$ cat config.mk
export PLATFORM = sky130hd
export DESIGN_NAME = three_axis_angle_interpolator_core
export DESIGN_NICKNAME = d
export VERILOG_FILES = /design/src/rtl/taai_pkg.sv /design/src/rtl/taai_div.sv /design/src/rtl/three_axis_angle_interpolator_core.sv
export SDC_FILE = /design/constraint.sdc
export NUM_CORES = 1
export LEC_CHECK = 0
export BUFFER_PORTS_ARGS = -buffer_cell sky130_fd_sc_hd__buf_2
export CAP_MARGIN = 5
export CORE_MARGIN = 4
export CORE_UTILIZATION = 41
export CTS_CLUSTER_SIZE = 10
export DETAILED_ROUTE_END_ITERATION = 10
export HOLD_SLACK_MARGIN = 0.12
export SYNTH_ARGS = -nofsm -noshare
export SYNTH_HDL_FRONTEND = slang
export SYNTH_SLANG_ARGS = --single-unit
$ cat constraint.sdc
create_clock -name i_clk -period 7.8 [get_ports i_clk]
set_clock_uncertainty 0.1 [all_clocks]
set_input_delay 0.78 -clock i_clk [delete_from_list [all_inputs] [get_ports i_clk]]
set_output_delay 0.78 -clock i_clk [all_outputs]
set_load 0.005 [all_outputs]
$ cat src/rtl/taai_pkg.sv
package taai_pkg;

    localparam int ANGLE_W   = 16;
    localparam int WORD_W    = 32;
    localparam int FRAME_W   = 8;
    localparam int FRAC_BITS = 16;
    localparam int AXES      = 3;

    // input item kinds
    localparam logic KIND_SPAWN = 1'b0;
    localparam logic KIND_TICK  = 1'b1;

    // turn phases
    localparam logic [1:0] PH_IDLE  = 2'd0;
    localparam logic [1:0] PH_FIRST = 2'd1;
    localparam logic [1:0] PH_STEP  = 2'd2;
    localparam logic [1:0] PH_LAST  = 2'd3;

    // divider: quotient bits resolved per cycle
    localparam int DIV_DIGIT = 4;
    localparam int DIV_STEPS = WORD_W / DIV_DIGIT;
    localparam int DIV_CNT_W = $clog2(DIV_STEPS);

    localparam int IN_DATA_W  = 3 * ANGLE_W + 3 * WORD_W + FRAME_W;
    localparam int OUT_DATA_W = 56;

    typedef struct packed {
        logic              start;
        logic [WORD_W-1:0] dividend;
        logic [FRAME_W-1:0] divisor;
    } t_div_req;

    typedef struct packed {
        logic              done;
        logic [WORD_W-1:0] quotient;
    } t_div_rsp;

endpackage

$ cat src/rtl/taai_div.sv
module taai_div
    import taai_pkg::*;
(
    input  logic     i_clk,
    input  logic     i_rst_n,
    input  t_div_req i_req,
    output t_div_rsp o_rsp
);

    logic                 r_busy, n_busy;
    logic                 r_done, n_done;
    logic [DIV_CNT_W-1:0] r_cnt, n_cnt;
    logic [WORD_W-1:0]    r_shift, n_shift;
    logic [FRAME_W-1:0]   r_rem, n_rem;
    logic [FRAME_W-1:0]   r_div, n_div;

    // restoring division, DIV_DIGIT bits per cycle; quotient shifts in at the bottom
    always_comb begin
        logic [FRAME_W:0] trial;
        n_busy  = r_busy;
        n_done  = 1'b0;
        n_cnt   = r_cnt;
        n_shift = r_shift;
        n_rem   = r_rem;
        n_div   = r_div;
        trial   = '0;
        if (i_req.start) begin
            n_busy  = 1'b1;
            n_cnt   = '0;
            n_shift = i_req.dividend;
            n_rem   = '0;
            n_div   = i_req.divisor;
        end else if (r_busy) begin
            for (int k = 0; k < DIV_DIGIT; k++) begin
                trial   = {n_rem, n_shift[WORD_W-1]};
                n_shift = {n_shift[WORD_W-2:0], 1'b0};
                if (trial >= {1'b0, r_div}) begin
                    n_rem      = FRAME_W'(trial - {1'b0, r_div});
                    n_shift[0] = 1'b1;
                end else begin
                    n_rem = trial[FRAME_W-1:0];
                end
            end
            n_cnt = r_cnt + 1'b1;
            if (r_cnt == DIV_CNT_W'(DIV_STEPS - 1)) begin
                n_busy = 1'b0;
                n_done = 1'b1;
            end
        end
    end

    always_ff @(posedge i_clk) begin
        if (!i_rst_n) begin
            r_busy <= 1'b0;
            r_done <= 1'b0;
        end else begin
            r_busy <= n_busy;
            r_done <= n_done;
        end
        r_cnt   <= n_cnt;
        r_shift <= n_shift;
        r_rem   <= n_rem;
        r_div   <= n_div;
    end

    assign o_rsp.done     = r_done;
    assign o_rsp.quotient = r_shift;

endmodule

$ cat src/rtl/three_axis_angle_interpolator_core.sv
// Spawn items and plain ticks are handled in the idle state; the result is registered behind the input.
// The first tick of a turn with a nonzero frame count runs three 32/8 divisions through one
// shared divider, 4 quotient bits a cycle, one axis after another.
// One item at a time; input ready only in the idle state (no division or write-back) and while the output slot is free.
// Synchronous active-low reset: idle phase, angles zero, turning clear, no result pending.
module three_axis_angle_interpolator_core
    import taai_pkg::*;
(
    input  logic                  i_clk,
    input  logic                  i_rst_n,
    input  logic                  i_s_axis_tvalid,
    output logic                  o_s_axis_tready,
    // start_x, start_y, start_z, goal_x, goal_y, goal_z, frame_count
    input  logic [IN_DATA_W-1:0]  i_s_axis_tdata,
    // kind
    input  logic                  i_s_axis_tuser,
    output logic                  o_m_axis_tvalid,
    input  logic                  i_m_axis_tready,
    // angle_x, angle_y, angle_z, turning, finished, divide_fault, zero pad
    output logic [OUT_DATA_W-1:0] o_m_axis_tdata
);

    localparam logic [1:0] S_IDLE      = 2'd0;
    localparam logic [1:0] S_DIV_START = 2'd1;
    localparam logic [1:0] S_DIV_WAIT  = 2'd2;
    localparam logic [1:0] S_WB        = 2'd3;

    logic [1:0]          r_state, n_state;
    logic [1:0]          r_axis, n_axis;
    logic [1:0]          r_phase, n_phase;
    logic [ANGLE_W-1:0]  r_cur  [AXES], n_cur  [AXES];
    logic [WORD_W-1:0]   r_goal [AXES], n_goal [AXES];
    logic [WORD_W-1:0]   r_acc  [AXES], n_acc  [AXES];
    logic [WORD_W-1:0]   r_inc  [AXES], n_inc  [AXES];
    logic [FRAME_W-1:0]  r_frames, n_frames;
    logic                r_turning, n_turning;
    logic                r_ovalid, n_ovalid;
    logic [OUT_DATA_W-1:0] r_odata, n_odata;

    t_div_req div_req;
    t_div_rsp div_rsp;

    logic               in_acc;
    logic               out_free;
    logic               out_load;
    logic               fin, flt;
    logic [ANGLE_W-1:0] sel_diff;
    logic               sel_neg;
    logic [ANGLE_W-1:0] sel_mag;
    logic [WORD_W-1:0]  step_sum [AXES];

    assign out_free        = !r_ovalid || i_m_axis_tready;
    assign o_s_axis_tready = (r_state == S_IDLE) && out_free;
    assign in_acc          = i_s_axis_tvalid && o_s_axis_tready;

    // (goal - angle) << 16 keeps only the low 16 bits of the difference
    assign sel_diff = r_goal[r_axis][ANGLE_W-1:0] - r_cur[r_axis];
    assign sel_neg  = sel_diff[ANGLE_W-1];
    assign sel_mag  = sel_neg ? ANGLE_W'(0 - sel_diff) : sel_diff;

    assign div_req.start    = (r_state == S_DIV_START);
    assign div_req.dividend = {sel_mag, {FRAC_BITS{1'b0}}};
    assign div_req.divisor  = r_frames;

    always_comb begin
        for (int i = 0; i < AXES; i++) begin
            step_sum[i] = r_acc[i] + r_inc[i];
        end
    end

    always_comb begin
        n_state   = r_state;
        n_axis    = r_axis;
        n_phase   = r_phase;
        n_cur     = r_cur;
        n_goal    = r_goal;
        n_acc     = r_acc;
        n_inc     = r_inc;
        n_frames  = r_frames;
        n_turning = r_turning;
        out_load  = 1'b0;
        fin       = 1'b0;
        flt       = 1'b0;

        case (r_state)
            S_IDLE: begin
                if (in_acc) begin
                    if (i_s_axis_tuser == KIND_SPAWN) begin
                        for (int i = 0; i < AXES; i++) begin
                            n_cur[i]  = i_s_axis_tdata[i*ANGLE_W +: ANGLE_W];
                            n_goal[i] = i_s_axis_tdata[AXES*ANGLE_W + i*WORD_W +: WORD_W];
                        end
                        n_frames = i_s_axis_tdata[AXES*(ANGLE_W+WORD_W) +: FRAME_W];
                        n_phase  = PH_FIRST;
                        out_load = 1'b1;
                    end else begin
                        case (r_phase)
                            PH_FIRST: begin
                                if (r_frames == '0) begin
                                    flt      = 1'b1;
                                    n_phase  = PH_IDLE;
                                    out_load = 1'b1;
                                end else begin
                                    for (int i = 0; i < AXES; i++) begin
                                        n_acc[i] = {r_cur[i], {FRAC_BITS{1'b0}}};
                                    end
                                    n_axis  = '0;
                                    n_state = S_DIV_START;
                                end
                            end
                            PH_STEP: begin
                                if (r_frames == '0) begin
                                    n_phase = PH_LAST;
                                end else begin
                                    for (int i = 0; i < AXES; i++) begin
                                        n_acc[i] = step_sum[i];
                                        n_cur[i] = step_sum[i][WORD_W-1 -: ANGLE_W];
                                    end
                                    n_frames = r_frames - 1'b1;
                                end
                                out_load = 1'b1;
                            end
                            PH_LAST: begin
                                for (int i = 0; i < AXES; i++) begin
                                    n_cur[i] = r_goal[i][ANGLE_W-1:0];
                                end
                                n_turning = 1'b0;
                                fin       = 1'b1;
                                n_phase   = PH_IDLE;
                                out_load  = 1'b1;
                            end
                            default: begin
                                out_load = 1'b1;
                            end
                        endcase
                    end
                end
            end
            S_DIV_START: begin
                n_state = S_DIV_WAIT;
            end
            S_DIV_WAIT: begin
                if (div_rsp.done) begin
                    n_inc[r_axis] = sel_neg ? WORD_W'(0 - div_rsp.quotient)
                                            : div_rsp.quotient;
                    if (r_axis == 2'(AXES - 1)) begin
                        n_state = S_WB;
                    end else begin
                        n_axis  = r_axis + 1'b1;
                        n_state = S_DIV_START;
                    end
                end
            end
            S_WB: begin
                if (out_free) begin
                    n_turning = 1'b1;
                    n_phase   = PH_STEP;
                    out_load  = 1'b1;
                    n_state   = S_IDLE;
                end
            end
            default: begin
                n_state = S_IDLE;
            end
        endcase

        n_ovalid = r_ovalid && !i_m_axis_tready;
        n_odata  = r_odata;
        if (out_load) begin
            n_ovalid = 1'b1;
            n_odata  = {5'b0, flt, fin, n_turning, n_cur[2], n_cur[1], n_cur[0]};
        end
    end

    always_ff @(posedge i_clk) begin
        if (!i_rst_n) begin
            r_state   <= S_IDLE;
            r_phase   <= PH_IDLE;
            r_turning <= 1'b0;
            r_ovalid  <= 1'b0;
            for (int i = 0; i < AXES; i++) begin
                r_cur[i] <= '0;
            end
        end else begin
            r_state   <= n_state;
            r_phase   <= n_phase;
            r_turning <= n_turning;
            r_ovalid  <= n_ovalid;
            r_cur     <= n_cur;
        end
        r_axis   <= n_axis;
        r_goal   <= n_goal;
        r_acc    <= n_acc;
        r_inc    <= n_inc;
        r_frames <= n_frames;
        r_odata  <= n_odata;
    end

    taai_div u_div (
        .i_clk   (i_clk),
        .i_rst_n (i_rst_n),
        .i_req   (div_req),
        .o_rsp   (div_rsp)
    );

    assign o_m_axis_tvalid = r_ovalid;
    assign o_m_axis_tdata  = r_odata;

endmodule

After elaboration in Yosys (flattened, before gate mapping)
Cells that the tools add are included.
{ "word_totals": {"register_bits": 456, "input_bits": 157, "out_inout_bits": 58, "word_cells": 173} }
{ "classes": {"addsub": 13, "order_cmp": 6, "n_eq_ne": 22, "muxes": 77, "bitwise": 4, "n_reduce_logical": 23} }
{ "op_table": {"columns": ["op", "n"], "rows": [
  ["$mux W48", 4],
  ["$mux W96", 2],
  ["$pmux W96 S2", 1],
  ["$mux W32", 4],
  ["$mux W8", 13],
  ["$add A32 B32 Y32", 3],
  ["$bwmux W96", 1],
  ["$pmux W48 S2", 1],
  ["$mux W16", 5],
  ["$bmux W32 S2", 1],
  ["$demux W32 S2", 1],
  ["$ge A9 B8 Y1", 4],
  ["$mux W2", 18],
  ["$bmux W16 S2", 1],
  ["$sub A1 B32 Y32 const A", 1],
  ["$sub A8 B8 Y8", 4],
  ["$mux W1", 19],
  ["$reduce_and A6 Y1", 3],
  ["$ne A2 B2 Y1 const B", 8],
  ["$sub A1 B16 Y16 const A", 1],
  ["$sub A16 B16 Y16", 1],
  ["$eq A2 B2 Y1 const B", 5],
  ["$logic_not A8 Y1", 1],
  ["$ne A4 B4 Y1 const B", 2],
  ["other kinds (25)", 41]
]} }

Depth between registers and ports, before layout
{ "logic_depth": {"ltp_word": 16, "ltp_mapped": 35, "depth_no_buf": 35} }

Hierarchy
A second synthesis with hierarchy kept.
{ "hier_totals": {"hier_cells": 2436, "area_unflattened_um2": 25396.9} }
{ "modules_own_cells": {"columns": ["module", "instances", "cells_each", "area_each_um2", "seq_area_each_um2"], "rows": [
  ["three_axis_angle_interpolator_core", 1, 2077, 21543.2, 10119.7],
  ["taai_div", 1, 359, 3853.7, 1461.4]
]} }

Worst setup path before layout
No wires, ideal clock.
{ "synth_path": {"path_kind": "reg-to-reg", "start": "register u_div.r_div[1]", "end": "register u_div.r_rem[1]", "setup_time_ns": 0.086, "t_arrival_ns": 7.582, "t_required_ns": 7.614, "slack_ns": 0.033, "path_stages_with_launch": 34, "path_buffers": 2, "synth_period_minus_slack_ns": 7.767, "cell_sequence": "edfxtp_1 > inv_1 > ha_1 > nor2b_1 > o31ai_1 > a211oi_1 > nand2b_1 > buf_2 > mux2_2 > ha_1 > and4_1 > a311oi_1 > o211ai_1 > o211ai_2 > nand2_1 > mux2_2 > inv_1 > ha_1 > nor2b_1 > o31a_1 > o211a_1 > o22a_1 > or4_4 > and3_4 > buf_6 > mux2_1 > ha_1 > or3_1 > o21ai_0 > a21oi_1 > o22ai_1 > o211ai_4 > mux2i_1 > a211oi_1"} }
{ "synth_via": {"elab_chain_len": 14, "word_cells_on_any_way": 18, "classes_between": "4 x add/sub; 4 x order compare; 10 x mux"} }
{ "synth_rtl": {"columns": ["item", "line", "text"], "rows": [
  ["from (decl)", "taai_div.sv:15", "logic [FRAME_W-1:0] r_div, n_div;"],
  ["from (signal assigned)", "taai_div.sv:63", "r_div <= n_div;"],
  ["$sub A8 B8 Y8 / $ge A9 B8 Y1 (equally long branches)", "taai_div.sv:38, taai_div.sv:37", null],
  ["$mux W8", "taai_div.sv:37", "if (trial >= {1'b0, r_div}) begin"],
  ["$mux W8", "taai_div.sv:33", "end else if (r_busy) begin"],
  ["$mux W8", "taai_div.sv:27", "if (i_req.start) begin"],
  ["$sub A8 B8 Y8 / $ge A9 B8 Y1 (equally long branches)", "taai_div.sv:38, taai_div.sv:37", null],
  ["$mux W8", "taai_div.sv:37", null],
  ["$mux W8", "taai_div.sv:33", null],
  ["$mux W8", "taai_div.sv:27", null],
  ["$ge A9 B8 Y1 / $sub A8 B8 Y8 (equally long branches)", "taai_div.sv:37, taai_div.sv:38", null],
  ["$mux W8", "taai_div.sv:37", null],
  ["$mux W8", "taai_div.sv:33", null],
  ["$mux W8", "taai_div.sv:27", null],
  ["$sub A8 B8 Y8 / $ge A9 B8 Y1 (equally long branches)", "taai_div.sv:38, taai_div.sv:37", null],
  ["$mux W8 (*)", "taai_div.sv:37", null],
  ["to (signal assigned)", "taai_div.sv:62", "r_rem <= n_rem;"],
  ["to (decl)", "taai_div.sv:14", "logic [FRAME_W-1:0] r_rem, n_rem;"]
]} }
Mark *: on every way between the ends. The rest lies on a longest branch, timed or not. The select of a mux whose other input is x is not followed.
A chain may end at the register's enable or synchronous reset.

Worst setup path after layout
{ "layout_path": {"start": "register u_div.r_shift[31]", "end": "register u_div.r_rem[1]"} }
{ "layout_via": {"elab_chain_len": 14, "word_cells_on_any_way": 18, "classes_between": "4 x add/sub; 4 x order compare; 10 x mux"} }
{ "layout_rtl": {"columns": ["item", "line", "text"], "rows": [
  ["from (decl)", "taai_div.sv:13", "logic [WORD_W-1:0] r_shift, n_shift;"],
  ["from (signal assigned)", "taai_div.sv:61", "r_shift <= n_shift;"],
  ["$sub A8 B8 Y8 / $ge A9 B8 Y1 (equally long branches)", "taai_div.sv:38, taai_div.sv:37", null],
  ["$mux W8 (*)", "taai_div.sv:37", null],
  ["$mux W8 (*)", "taai_div.sv:33", null],
  ["$mux W8 (*)", "taai_div.sv:27", null],
  ["$sub A8 B8 Y8 / $ge A9 B8 Y1 (equally long branches)", "taai_div.sv:38, taai_div.sv:37", null],
  ["$mux W8 (*)", "taai_div.sv:37", null],
  ["$mux W8 (*)", "taai_div.sv:33", null],
  ["$mux W8 (*)", "taai_div.sv:27", null],
  ["$ge A9 B8 Y1 / $sub A8 B8 Y8 (equally long branches)", "taai_div.sv:37, taai_div.sv:38", null],
  ["$mux W8 (*)", "taai_div.sv:37", null],
  ["$mux W8 (*)", "taai_div.sv:33", null],
  ["$mux W8 (*)", "taai_div.sv:27", null],
  ["$sub A8 B8 Y8 / $ge A9 B8 Y1 (equally long branches)", "taai_div.sv:38, taai_div.sv:37", null],
  ["$mux W8 (*)", "taai_div.sv:37", null]
]} }
Marks and branches as above.

==> impl.org <==
** Setup path
- Standard cell with the maximum stage delay on the critical path :: or4_4
- R2R setup slack :: 0.35 ns
- Data on the critical path arrives at its endpoint at 7.78 ns.
- Reg2reg path depth :: 33
- Along the worst path, the maximum fanout reaches 5.
- Most repeated library cell on the critical path :: ha_1
- The worst register-to-register path begins at u_div.r_shift[31].
- The worst setup path is launched from a flip-flop.
- Timing startpoint of the critical path :: u_div.r_shift[31]
- Endpoint class of the critical path :: flip-flop
- The worst register-to-register path ends at u_div.r_rem[1].
- Biggest cell delay along the critical path :: about 0.44 ns
- The critical path is of the reg2reg type.
- At the worst endpoint, the required time is 8.13 ns.

** Clock network
- In this run, post-CTS hold repair placed 0 buffers.
- Clock tree synthesis found a total of 408 sinks.
- TritonCTS created 49 clock buffers.
- Clk pin slew, worst setup/hold paths :: ~0.060 ns
- Clock tree from TritonCTS :: yes
- Number of buffers on the longest clock path :: 3
- The later pin in the worst-skew pair is clocked with a latency of around 0.60 ns.
- The clock tree synthesis step divided the H-tree into 2 levels.
- Clock Root Buffer :: clkbuf_16

** Route
- First DRT Iteration DRCs :: about 1900
- Detailed routing placed a total of 34900 um of wire on met2.
- Detailed route wirelength on metal3 :: 5130 um
- In the routed design, unresolved DRC markers number 0.
- Dividing the detail-routed via count by the number of cells gives 5.90.
- Highest routed metal layer :: met5
- Dividing the detail-routed wire length by the instance count gives roughly 23 um.
- The count of nets left with antenna violations once routing finished came out at 0.
- For this block, wires on met1 add up to between 30000 and 40000 um.
- Vias post-DR :: 20100
- Routed wire length :: 76900 um
- The first detailed-routing pass ran for 5 iterations.

** Floorplanning
- The core region is 59100 sq um.
- The die is 253 um wide.
- Initial core utilization :: 0.416
- Die outline area :: 63900 sq um
- Site Rows :: 89
- Vertical die dimension :: roughly 250 um
- In this run the count of I/O pins placed on the die edge is 215.

** Placed design
- Timing analysis after detailed placement gives a worst setup slack of 0.0556 ns.
- Weighted congestion reported at the end of routability-driven placement :: 0.971
- The wire-length estimate of the detail-placed layout is around 58000 um.
- Port buffering added 161 buffers.
- In this run, placement finished with an instance count of roughly 3300.
- Summing all placed instances gives a cell area of around 27000 sq um.

** Cells and area
- In the final layout, the share of cells above drive strength 1 is 0.151.
- Area growth from synthesis to layout :: 15.3%
- The finished cells cover 28300 sq um.
- The finished layout holds 3400 standard cells, fillers aside.
- Number of nets at the end of the flow :: approximately 2900

** Timing
- After layout, the worst setup slack is between 0.3 and 0.4 ns.
- Measured against its own limit, the worst slew margin works out to 0.189.
- For this run, the top clock speed supported by timing is 134 MHz.
- Setup-violating endpoint count in the final report :: 0
- Worst Tran Pin Value :: 1.21 ns
- Total negative slack :: 0 ns
- Subtracting the final worst setup slack from the clock period gives 7.45 ns.
- Period utilisation layout :: 0.955
- Pins Over Slew Limit :: 0
- Hold Violations, Final :: 0

** Synth
- Of the total synthesized cell area, the portion taken by full adders, half adders and majority gates is 0.0854.
- Synth top area share :: 0.397
- Ranked by total cell area, the synthesized netlist is headed by edfxtp_1 40%, ha_1 7.9%, dfxtp_1 6.8%, a21oi_1 3.6%, xnor2_1 3.6%.
- Top flip-flop cell by instance count after synthesis :: edfxtp_1
- The Yosys step of the flow raised 0 warnings.
- After synthesis the netlist holds a flip-flop and latch count of around 410.
- Of the total synthesized cell area, the portion taken by AND, OR, NAND and NOR gates is 0.140.
- Yosys mapped a number of flops with a built-in enable equal to 325.
- Synthesis produced a netlist whose cell count is 2380.
- Post-synthesis instance area :: 24600 sq um
- After synthesis, the largest family of logic cells by area is compound AO/OA/AOI/OAI gates.
- edfxtp_1 takes more of the synthesized area than any other cell.
- The post-synthesis compound-gate area fraction came to 0.180.
- Fraction of synthesized area in multiplexers :: 0.0497
- Xor and xnor area share after synthesis :: 0.0499
- Share of async-settable or async-resettable flops after synthesis :: 0
- Average cell area after synthesis :: 10.3 sq um
- Of the synthesized area, sequential elements account for 0.465.
- Count of cell types in the netlist :: 92

** Min path
- The startpoint identified for the worst hold timing path is i_s_axis_tdata[60].
- Hold WC Path Type :: in2reg
- Along the worst hold path, the cell count comes to 1.
- Endpoint with the worst hold slack :: r_goal[76]

** Power and ir drop
- Total power after layout :: 16.2 mW
- The worst-case IR drop observed on VDD is 1.63 mV.
- P_leak :: roughly 11 nW
- In this run the power density over the cells is 570 nW/um^2.

** Run
- Across the run, the number of max-cap violations was 0.

** Global route
- Global-route wire length before repair :: 116000 um
- The number of global-route vias before repair came to 19500.
- The total overflow left after global routing is 0.
- Initial antenna violation count :: 2
- Entering global routing, the biggest net connects 60 pins.
- For this run, the total global-route usage over all layers was measured as 0.234.

** Status
- The flow ran to the end, and the final reports show no timing, DRC or antenna violations.
## registers in the layout (all words and copies together) (netlist names), 3 cells and up
signal and count:
r_cur 48, u_div.r_cnt 3, r_frames 8, o_m_axis_tdata 51, r_goal 48, r_inc 96, u_div.r_shift 32, u_div.r_div 8
u_div.r_rem 8, r_acc 96
## synth_stat cells (all sizes together) (33+ instances only)
cell type,n
and2,47
inv,88
o21ai,123
nor2,206
o31ai,33
a21oi,179
nor2b,41
xor2,40
a211oi,42
mux2,48
nand3,60
ha,155
dfxtp,83
clkbuf,84
edfxtp,325
nand2,123
mux2i,68
xnor2,100
nor3,57
and3,33
o21a,35
a21o,68
## cell type report
cell class | count | area [sq um]
sequential | 408 | 11400
fill | 5411 | 30800
clock buffer | 81 | 1430
tap | 773 | 967
multi-input combinational | 1789 | 12600
timing repair buffer | 254 | 1510
antenna | 1 | 2.50
clock inverter | 5 | 104
inverter | 89 | 334
## per-stage QoR
step	utilization	hold slack (ns)
floorplan	-	0.351
global route	0.479	0.242
detailed placement	0.451	0.393
finish	0.479	0.253
CTS	0.477	0.219
global placement	0.451	0.378
## cell usage in the layout, fill, tap and decap left out, types with 86 or more instances in the layout
cell type and n:
xnor2_1 100, inv_1 86, nor2_1 203, buf_2 160, nand2_1 122, a21oi_1 179, buf_4 93, edfxtp_1 325
ha_1 149
## routing by layer
metal | GRT usage | up-vias
li1 | - | 9357
met1 | 0.333 | 9840
met2 | 0.371 | 709
met3 | 0.0338 | 143
met4 | 0.0758 | 2
met5 | 0 | -
## worst max-delay path by stage
stage / endpoint / slack [ns] / cells after the start
after floorplan: u_div.r_rem[1] / 0.03 / 33
final: u_div.r_rem[1] / 0.35 / 33
after global placement: u_div.r_rem[4] / 0.09 / 31
after CTS: u_div.r_rem[4] / 0.02 / 31
after detailed placement: u_div.r_rem[4] / 0.06 / 31
after global routing: u_div.r_rem[1] / -0.03 / 31
## cells by family after synthesis
group | Yosys count
mux | 116
fa+ha+maj | 163
xor+xnor | 140
other cells | 1
buf+inv | 188
flops | 408
compound gates | 671
simple gates | 693
## critical path: cells and delay by family, from the launching register on
family | cells | cell delay, ns
AO/OA/AOI/OAI | 14 | 2.59
flip-flops | 1 | 0.39
AND/OR/NAND/NOR | 7 | 1.57
buffers and inverters | 4 | 0.45
adder cells (fa/ha/maj) | 5 | 1.29
multiplexers | 3 | 0.94
## where the power goes
| group | leakage [nW] | total (mW) | switching, mW | internal, mW |
|---|---|---|---|---|
| Sequential | 3.71 | 3.52 | 0.315 | 3.21 |
| Combinational | 6.68 | 10.4 | 5.75 | 4.66 |
| Clock | 0.736 | 2.23 | 0.916 | 1.31 |
## what timing repair did
action,4_1_cts,5_1_grt
gates cloned,0,1
buffers inserted,0,2
resized for setup,1,19
endpoints found under the setup margin,1,9
endpoints found under the hold margin,0,0
pin swaps,0,11
Power figures use the tool's default switching activity.
